### config.mk
export PLATFORM = sky130hd
export DESIGN_NAME = integer_to_ascii_converter
export DESIGN_NICKNAME = d
export VERILOG_FILES = /design/src/hdl/ita_pkg.sv /design/src/hdl/ita_front.sv /design/src/hdl/ita_queue.sv /design/src/hdl/ita_back.sv /design/src/hdl/integer_to_ascii_converter.sv
export SDC_FILE = /design/constraint.sdc
export NUM_CORES = 1
export LEC_CHECK = 0
export BUFFER_PORTS_ARGS = -buffer_cell sky130_fd_sc_hd__clkbuf_2
export CAP_MARGIN = 20
export CORE_AREA = 2 2 98 171
export DETAILED_ROUTE_END_ITERATION = 16
export DIE_AREA = 0 0 100 173
export PLACE_DENSITY = 0.82
export SETUP_SLACK_MARGIN = 0.4
export SKIP_CTS_REPAIR_TIMING = 1
export SLEW_MARGIN = 20
export SYNTH_ARGS = -nofsm -noshare
export SYNTH_HDL_FRONTEND = slang
export SYNTH_SLANG_ARGS = --single-unit
### constraint.sdc
create_clock -name clk -period 2.8 [get_ports clk]
set_clock_uncertainty 0.1 [all_clocks]
set_input_delay 0.56 -clock clk [delete_from_list [all_inputs] [get_ports clk]]
set_output_delay 0.56 -clock clk [all_outputs]
set_load 0.01 [all_outputs]
### src/hdl/ita_pkg.sv
`default_nettype none

package ita_pkg;

    // Format commands carried with each number.
    localparam logic [1:0] CMD_UNSIGNED = 2'd0;
    localparam logic [1:0] CMD_SIGNED   = 2'd1;
    localparam logic [1:0] CMD_HEX      = 2'd2;

    localparam logic [6:0] CHAR_MINUS = 7'h2D;
    localparam logic [6:0] CHAR_ZERO  = 7'h30;
    localparam logic [6:0] CHAR_LOWER_A = 7'h61;

    // Classification of one request, travels with the magnitude.
    typedef struct packed {
        logic negative;
        logic hex;
    } ita_kind_t;

    localparam int KIND_BITS = 2;

    typedef enum logic [1:0] {
        BACK_IDLE,
        BACK_CONVERT,
        BACK_TRIM,
        BACK_EMIT
    } ita_back_state_t;

    function automatic logic [6:0] digit_char(input logic [3:0] digit);
        logic [6:0] ch;
        if (digit < 4'd10)
        begin
            ch = CHAR_ZERO + {3'b000, digit};
        end
        else
        begin
            ch = CHAR_LOWER_A + {3'b000, digit - 4'd10};
        end
        return ch;
    endfunction

endpackage

`default_nettype wire

### src/hdl/ita_front.sv
`default_nettype none

module ita_front #(
    parameter int VALUE_BITS = 32
) (
    input  wire logic [31:0]           value,
    input  wire logic [1:0]            command,
    input  wire logic                  push,
    output logic                       full,
    input  wire logic                  queue_full,
    output logic                       queue_write,
    output logic [VALUE_BITS-1:0]      queue_magnitude,
    output ita_pkg::ita_kind_t         queue_kind
);

    logic [VALUE_BITS+31:0] value_ext;
    logic [VALUE_BITS-1:0]  masked;
    logic                   is_negative;

    assign value_ext = {{VALUE_BITS{1'b0}}, value};
    assign masked    = value_ext[VALUE_BITS-1:0];

    // Only the signed decimal command looks at the sign bit; command 3 acts as hex.
    assign is_negative = (command == ita_pkg::CMD_SIGNED) && masked[VALUE_BITS-1];

    always_comb
    begin
        queue_kind.negative = is_negative;
        queue_kind.hex      = command[1];
        if (is_negative)
        begin
            queue_magnitude = -masked;
        end
        else
        begin
            queue_magnitude = masked;
        end
    end

    assign full        = queue_full;
    assign queue_write = push && !queue_full;

endmodule

`default_nettype wire

### src/hdl/ita_queue.sv
`default_nettype none

module ita_queue #(
    parameter int WIDTH = 34
) (
    input  wire logic             clk,
    input  wire logic             rst_n,
    input  wire logic             write,
    input  wire logic [WIDTH-1:0] write_data,
    output logic                  queue_full,
    input  wire logic             read,
    output logic [WIDTH-1:0]      read_data,
    output logic                  queue_empty
);

    logic [WIDTH-1:0] entry_reg [2];
    logic             wr_ptr_reg;
    logic             wr_ptr_next;
    logic             rd_ptr_reg;
    logic             rd_ptr_next;
    logic [1:0]       count_reg;
    logic [1:0]       count_next;
    logic             do_write;
    logic             do_read;

    assign queue_full  = (count_reg == 2'd2);
    assign queue_empty = (count_reg == 2'd0);
    assign do_write    = write && !queue_full;
    assign do_read     = read && !queue_empty;
    assign read_data   = entry_reg[rd_ptr_reg];

    always_comb
    begin
        wr_ptr_next = do_write ? !wr_ptr_reg : wr_ptr_reg;
        rd_ptr_next = do_read ? !rd_ptr_reg : rd_ptr_reg;
        count_next  = count_reg;
        if (do_write && !do_read)
        begin
            count_next = count_reg + 2'd1;
        end
        else if (do_read && !do_write)
        begin
            count_next = count_reg - 2'd1;
        end
    end

    always_ff @(posedge clk or negedge rst_n)
    begin
        if (!rst_n)
        begin
            wr_ptr_reg <= 1'b0;
            rd_ptr_reg <= 1'b0;
            count_reg  <= 2'd0;
        end
        else
        begin
            wr_ptr_reg <= wr_ptr_next;
            rd_ptr_reg <= rd_ptr_next;
            count_reg  <= count_next;
        end
    end

    always_ff @(posedge clk)
    begin
        if (do_write)
        begin
            entry_reg[wr_ptr_reg] <= write_data;
        end
    end

endmodule

`default_nettype wire

### src/hdl/ita_back.sv
`default_nettype none

module ita_back #(
    parameter int VALUE_BITS = 32
) (
    input  wire logic                  clk,
    input  wire logic                  rst_n,
    input  wire logic                  queue_empty,
    input  wire logic [VALUE_BITS-1:0] queue_magnitude,
    input  wire ita_pkg::ita_kind_t    queue_kind,
    output logic                       queue_read,
    output logic [6:0]                 character,
    output logic                       last,
    output logic                       empty,
    input  wire logic                  pop
);

    localparam int DEC_DIGITS = (VALUE_BITS * 30103) / 100000 + 1;
    localparam int HEX_DIGITS = (VALUE_BITS + 3) / 4;
    localparam int DIG_W      = DEC_DIGITS * 4;
    localparam int CNT_W      = $clog2(DEC_DIGITS + 1);
    localparam int BIT_W      = $clog2(VALUE_BITS + 1);
    localparam int HEX_SHIFT  = 4 * (DEC_DIGITS - HEX_DIGITS);

    ita_pkg::ita_back_state_t state_reg;
    ita_pkg::ita_back_state_t state_next;

    logic [DIG_W-1:0]      digits_reg;
    logic [DIG_W-1:0]      digits_next;
    logic [VALUE_BITS-1:0] bin_reg;
    logic [VALUE_BITS-1:0] bin_next;
    logic [BIT_W-1:0]      bit_cnt_reg;
    logic [BIT_W-1:0]      bit_cnt_next;
    logic [CNT_W-1:0]      count_reg;
    logic [CNT_W-1:0]      count_next;
    logic                  sign_reg;
    logic                  sign_next;
    logic                  out_valid_reg;
    logic                  out_valid_next;
    logic [6:0]            char_reg;
    logic [6:0]            char_next;
    logic                  last_reg;
    logic                  last_next;

    logic [DIG_W-1:0]      adjusted;
    logic [DIG_W-1:0]      hex_aligned;
    logic [3:0]            top_digit;
    logic                  slot_free;

    assign hex_aligned = DIG_W'(queue_magnitude) << HEX_SHIFT;
    assign top_digit   = digits_reg[DIG_W-1 -: 4];
    assign slot_free   = !out_valid_reg || pop;

    // Double-dabble correction: every BCD digit of five or more gets three added.
    always_comb
    begin
        for (int i = 0; i < DEC_DIGITS; i++)
        begin
            if (digits_reg[4*i +: 4] >= 4'd5)
            begin
                adjusted[4*i +: 4] = digits_reg[4*i +: 4] + 4'd3;
            end
            else
            begin
                adjusted[4*i +: 4] = digits_reg[4*i +: 4];
            end
        end
    end

    always_comb
    begin
        state_next     = state_reg;
        digits_next    = digits_reg;
        bin_next       = bin_reg;
        bit_cnt_next   = bit_cnt_reg;
        count_next     = count_reg;
        sign_next      = sign_reg;
        out_valid_next = out_valid_reg && !pop;
        char_next      = char_reg;
        last_next      = last_reg;
        queue_read     = 1'b0;

        case (state_reg)
            ita_pkg::BACK_IDLE:
            begin
                if (!queue_empty)
                begin
                    queue_read   = 1'b1;
                    sign_next    = queue_kind.negative;
                    bin_next     = queue_magnitude;
                    bit_cnt_next = BIT_W'(VALUE_BITS);
                    if (queue_kind.hex)
                    begin
                        digits_next = hex_aligned;
                        count_next  = CNT_W'(HEX_DIGITS);
                        state_next  = ita_pkg::BACK_TRIM;
                    end
                    else
                    begin
                        digits_next = '0;
                        count_next  = CNT_W'(DEC_DIGITS);
                        state_next  = ita_pkg::BACK_CONVERT;
                    end
                end
            end
            ita_pkg::BACK_CONVERT:
            begin
                digits_next  = {adjusted[DIG_W-2:0], bin_reg[VALUE_BITS-1]};
                bin_next     = bin_reg << 1;
                bit_cnt_next = bit_cnt_reg - 1'b1;
                if (bit_cnt_reg == BIT_W'(1))
                begin
                    state_next = ita_pkg::BACK_TRIM;
                end
            end
            ita_pkg::BACK_TRIM:
            begin
                // Drop leading zeros, but a lone zero digit stays.
                if ((count_reg > CNT_W'(1)) && (top_digit == 4'd0))
                begin
                    digits_next = digits_reg << 4;
                    count_next  = count_reg - 1'b1;
                end
                else
                begin
                    state_next = ita_pkg::BACK_EMIT;
                end
            end
            ita_pkg::BACK_EMIT:
            begin
                if (slot_free)
                begin
                    out_valid_next = 1'b1;
                    if (sign_reg)
                    begin
                        char_next = ita_pkg::CHAR_MINUS;
                        last_next = 1'b0;
                        sign_next = 1'b0;
                    end
                    else
                    begin
                        char_next   = ita_pkg::digit_char(top_digit);
                        last_next   = (count_reg == CNT_W'(1));
                        digits_next = digits_reg << 4;
                        count_next  = count_reg - 1'b1;
                        if (count_reg == CNT_W'(1))
                        begin
                            state_next = ita_pkg::BACK_IDLE;
                        end
                    end
                end
            end
            default:
            begin
                state_next = ita_pkg::BACK_IDLE;
            end
        endcase
    end

    always_ff @(posedge clk or negedge rst_n)
    begin
        if (!rst_n)
        begin
            state_reg     <= ita_pkg::BACK_IDLE;
            out_valid_reg <= 1'b0;
            bit_cnt_reg   <= '0;
            count_reg     <= '0;
            sign_reg      <= 1'b0;
        end
        else
        begin
            state_reg     <= state_next;
            out_valid_reg <= out_valid_next;
            bit_cnt_reg   <= bit_cnt_next;
            count_reg     <= count_next;
            sign_reg      <= sign_next;
        end
    end

    always_ff @(posedge clk)
    begin
        digits_reg <= digits_next;
        bin_reg    <= bin_next;
        char_reg   <= char_next;
        last_reg   <= last_next;
    end

    assign character = char_reg;
    assign last      = last_reg;
    assign empty     = !out_valid_reg;

endmodule

`default_nettype wire

### src/hdl/integer_to_ascii_converter.sv
`default_nettype none

// Channel   Direction  Handshake          Payload
// request   in         push / full        value[31:0], command[1:0]
// result    out        pop / empty        character[6:0], last
//
// A decimal request leaves the queue, then goes through double-dabble shifting of all
// VALUE_BITS bits (one bit per cycle), then a trim step that drops leading zeros, then
// sends its characters, with '-' first for a negative value.
// A hex request skips the shifting and goes straight to the trim step.
// A finished character waits on pop; the next one is sent only as pop takes it.
// Reset clears the queue and the sequencer at once; no clearing pass is needed.
// A two-entry queue takes new requests while the back end works or waits on pop.

module integer_to_ascii_converter #(
    parameter int VALUE_BITS = 32
) (
    input  wire logic        clk,
    input  wire logic        rst_n,
    input  wire logic [31:0] value,
    input  wire logic [1:0]  command,
    input  wire logic        push,
    output logic             full,
    output logic [6:0]       character,
    output logic             last,
    output logic             empty,
    input  wire logic        pop
);

    localparam int ENTRY_W = VALUE_BITS + ita_pkg::KIND_BITS;

    logic                  queue_full;
    logic                  queue_write;
    logic [VALUE_BITS-1:0] front_magnitude;
    ita_pkg::ita_kind_t    front_kind;
    logic [ENTRY_W-1:0]    queue_out;
    logic                  queue_empty;
    logic                  queue_read;
    logic [VALUE_BITS-1:0] back_magnitude;
    ita_pkg::ita_kind_t    back_kind;

    ita_front #(
        .VALUE_BITS(VALUE_BITS)
    ) u_front (
        .value          (value),
        .command        (command),
        .push           (push),
        .full           (full),
        .queue_full     (queue_full),
        .queue_write    (queue_write),
        .queue_magnitude(front_magnitude),
        .queue_kind     (front_kind)
    );

    ita_queue #(
        .WIDTH(ENTRY_W)
    ) u_queue (
        .clk        (clk),
        .rst_n      (rst_n),
        .write      (queue_write),
        .write_data ({front_kind, front_magnitude}),
        .queue_full (queue_full),
        .read       (queue_read),
        .read_data  (queue_out),
        .queue_empty(queue_empty)
    );

    assign back_magnitude = queue_out[VALUE_BITS-1:0];
    assign back_kind      = ita_pkg::ita_kind_t'(queue_out[ENTRY_W-1:VALUE_BITS]);

    ita_back #(
        .VALUE_BITS(VALUE_BITS)
    ) u_back (
        .clk            (clk),
        .rst_n          (rst_n),
        .queue_empty    (queue_empty),
        .queue_magnitude(back_magnitude),
        .queue_kind     (back_kind),
        .queue_read     (queue_read),
        .character      (character),
        .last           (last),
        .empty          (empty),
        .pop            (pop)
    );

endmodule

`default_nettype wire
==> impl_metrics.yaml <==
global_routing:
  globalRouteMet3Util_pct: 3.92
  first_global_vias: 5977
  grt_util_all_layers_pct: 20.7
  busiest_layer: "met2"
  met1_usage_pct: 21.7
  grt_pass1_wl_um: 28300
  grt_max_degree: 46
  grt_overflow: 0
  met2_usage_pct: 39.1
  antenna_found_initial: 0
cts:
  clkTransAtPathRegs_ns: 0.07
  clkSinkCount: 165
  root_buffer: "clkbuf_16"
  h-tree-depth: 4
  cts_buffers: 17
  cts_tree: "built"
  clk_latency_ns: 0.43
  cts_buffer_depth: 2
yosys:
  yosysWarnings: 0
  syn_area_um2: 8580
  ys_seq_area_share_pct: 56.7
  synth-async-reset-ratio_pct: 10.9
  synthDistinctLibCells: 63
  synthCells: 689
  avgSynthCellArea_um2: 12.5
  yosysMostFrequentCell: "edfxtp_1"
  synth_area_leader_cell: "edfxtp_1"
  ys.flop_type: "edfxtp_1"
  synthDominantCellAreaShare_pct: 51.4
  ys_top_cells_by_count: "edfxtp_1, mux2_2, nor2_1"
  synth_area_leaders: "edfxtp_1, mux2_2, dfrtp_1"
  synth.net_count: 760
  synth-edff-count: 147
  ys_ff_latch: 165
cells_and_area:
  area_growth_pct: 12.7
  nNetsFinal: 811
  drive_gt1_share_pct: 22.6
  largest_register_ffs: 68
  n_antenna_cell: 0
outcome:
  status: "finished with violations"
  failed_checks: "hold timing"
die:
  io_pins: 48
  num_rows: 61
  initial_core_util_pct: 54.1
  die_w_um: 100
  die-area_um2: 17300
  die_y_um: 173
  core_um2: 15900
power_and_ir_drop:
  p_leak_uw: 0.00366
  p_int_uw: 7540
  ir_worst_vdd_v: 0.000697
  p_sw_uw: 4420
  switching_share_pct: 37.0
  sequentialPowerShare_pct: 40.3
  power_frac_comb_pct: 39.1
  power_density_nw_per_um2: 1240
  clkPwrFrac_pct: 20.6
setup_path:
  setup.worst_path.start_class: "flop"
  rrSetupSlack_ns: 0.51
  worstSetupPathType: "reg -> reg"
  end_kind: "flop"
  worstPathRequired_ns: 3.02
  crit_path_max_fanout: 34
  r2r_cells: 8
  r2r_end: "u_back.bit_cnt_reg[2]$_DFFE_PN0P_"
  worstPathArrival_ns: 2.51
  r2r-start: "u_back.state_reg[1]$_DFFE_PN0P_"
route:
  drc: 0
  wl_um: 17200
  drt-initial-drc-count: 365
  dr_total_vias: 5654
  drtPass1Iterations: 6
  antenna_left: 0
  vias_per_cell: 6.00
  wire_per_inst_um: 18.3
sta:
  final_hold_viol_count: 18
  timing.fmax_mhz: 436
  slew_violations: 0
  maxSlewHeadroom_pct: 68.5
  hold_slack_ns: -0.0200
  rsz0062_at_grt: "no"
  fin_crit_sh_pct: 81.8
  worst_slack_ns: 0.509
  tightest_slew_ns: 0.460
  finalSetupViolations: 0
  finalCriticalPeriod_ns: 2.29
  finalSetupTns_ns: 0
flow_run:
  cap_violations: 0
placement:
  place_congestion: 0.837
  pre_cts_slack_ns: 0.290
  dp_hpwl_um: 12100
  port_buffers: 46
hold_path:
  hold_class: "in -> async"
## critical path, stage by stage, from the launching register on
cell     delay [ns]
dfrtp_1        0.41
inv_1          0.14
ha_2           0.28
or3b_2         0.49
o21ai_2        0.16
inv_4          0.24
nand2_1        0.16
xor2_1         0.15
nor2_1         0.05
## per-stage QoR
stage	std cells	area [um2]	hold WS, ns	util (%)	power (uW)
after CTS	942	9660	-0.0274	60.9	12000
after detailed placement	910	9050	0.408	57.0	9450
final	942	9670	-0.0200	60.9	12000
after global routing	942	9670	0.00397	60.9	12700
after global placement	910	9050	0.393	57.0	9120
after floorplan	689	8610	0.164	-	8200
## power groups by stage
stage	clock network (uW)	registers, uW	logic (uW)
floorplan	0	4620	3580
global placement	0	4770	4340
detailed placement	0	4840	4600
CTS	2490	4810	4670
global route	2580	4910	5170
finish	2460	4820	4670
## cell families after synthesis
group           synth area share [%]
flops                           56.7
compound gates                  11.5
xor+xnor                        5.82
mux                             8.59
buf+inv                         3.48
other cells                   0.0437
simple gates                    9.04
fa+ha+maj                       4.81
## layout by cell type (no fill, tap or decap), types with 3 or more instances in the layout
| master | synthesis | routed |
|---|---|---|
| a22oi_1 | 19 | 19 |
| nor2b_1 | 3 | 3 |
| ha_2 | 0 | 3 |
| nor2_1 | 48 | 46 |
| nand2b_1 | 15 | 15 |
| nor4_2 | 3 | 3 |
| nor4_1 | 4 | 4 |
| nor3b_1 | 10 | 10 |
| a221o_1 | 8 | 8 |
| clkbuf_2 | 0 | 46 |
| mux2_2 | 53 | 53 |
| a31oi_1 | 4 | 4 |
| o31ai_1 | 4 | 4 |
| dfrtp_1 | 18 | 18 |
| inv_1 | 46 | 45 |
| xnor2_1 | 28 | 28 |
| edfxtp_1 | 147 | 147 |
| o21ai_0 | 46 | 46 |
| bufinv_16 | 0 | 3 |
| nand2_1 | 24 | 24 |
| a21oi_1 | 47 | 47 |
| nor3_1 | 12 | 12 |
| mux2i_1 | 14 | 14 |
| o221ai_1 | 5 | 5 |
| buf_4 | 2 | 10 |
| inv_6 | 0 | 8 |
| clkbuf_16 | 0 | 17 |
| ha_1 | 33 | 30 |
| xor2_1 | 29 | 29 |
## cell type report
cell class,count,area [um2]
Clock buffer,18,429
Clock inverter,14,188
Fill cell,1181,6210
Inverter,47,179
Multi-Input combinational cell,452,3440
Sequential cell,165,4860
Tap cell,189,236
Timing Repair Buffer,57,325
## how the worst max path moves through the flow
| stage | start | end | slack (ns) | depth (start not counted) |
|---|---|---|---|---|
| after global placement | value[8] | u_queue.entry_reg[0][31]$_DFFE_PP_ | 0.33 | 6 |
| final | u_back.state_reg[1]$_DFFE_PN0P_ | u_back.bit_cnt_reg[2]$_DFFE_PN0P_ | 0.51 | 8 |
| after floorplan | pop | u_back.count_reg[2]$_DFFE_PN0P_ | -0.07 | 5 |
| after CTS | u_back.state_reg[1]$_DFFE_PN0P_ | u_back.bit_cnt_reg[2]$_DFFE_PN0P_ | 0.40 | 8 |
| after detailed placement | value[1] | u_queue.entry_reg[1][31]$_DFFE_PP_ | 0.29 | 6 |
| after global routing | u_back.state_reg[1]$_DFFE_PN0P_ | u_back.bit_cnt_reg[2]$_DFFE_PN0P_ | 0.40 | 8 |
## per-layer routing
layer | routed length (um) | vias to the layer above
li1 | - | 2645
met1 | 6350 | 2786
met2 | 9900 | 177
met3 | 550 | 46
met4 | 442 | 0
met5 | 0 | -
Power figures use the tool's default switching activity.
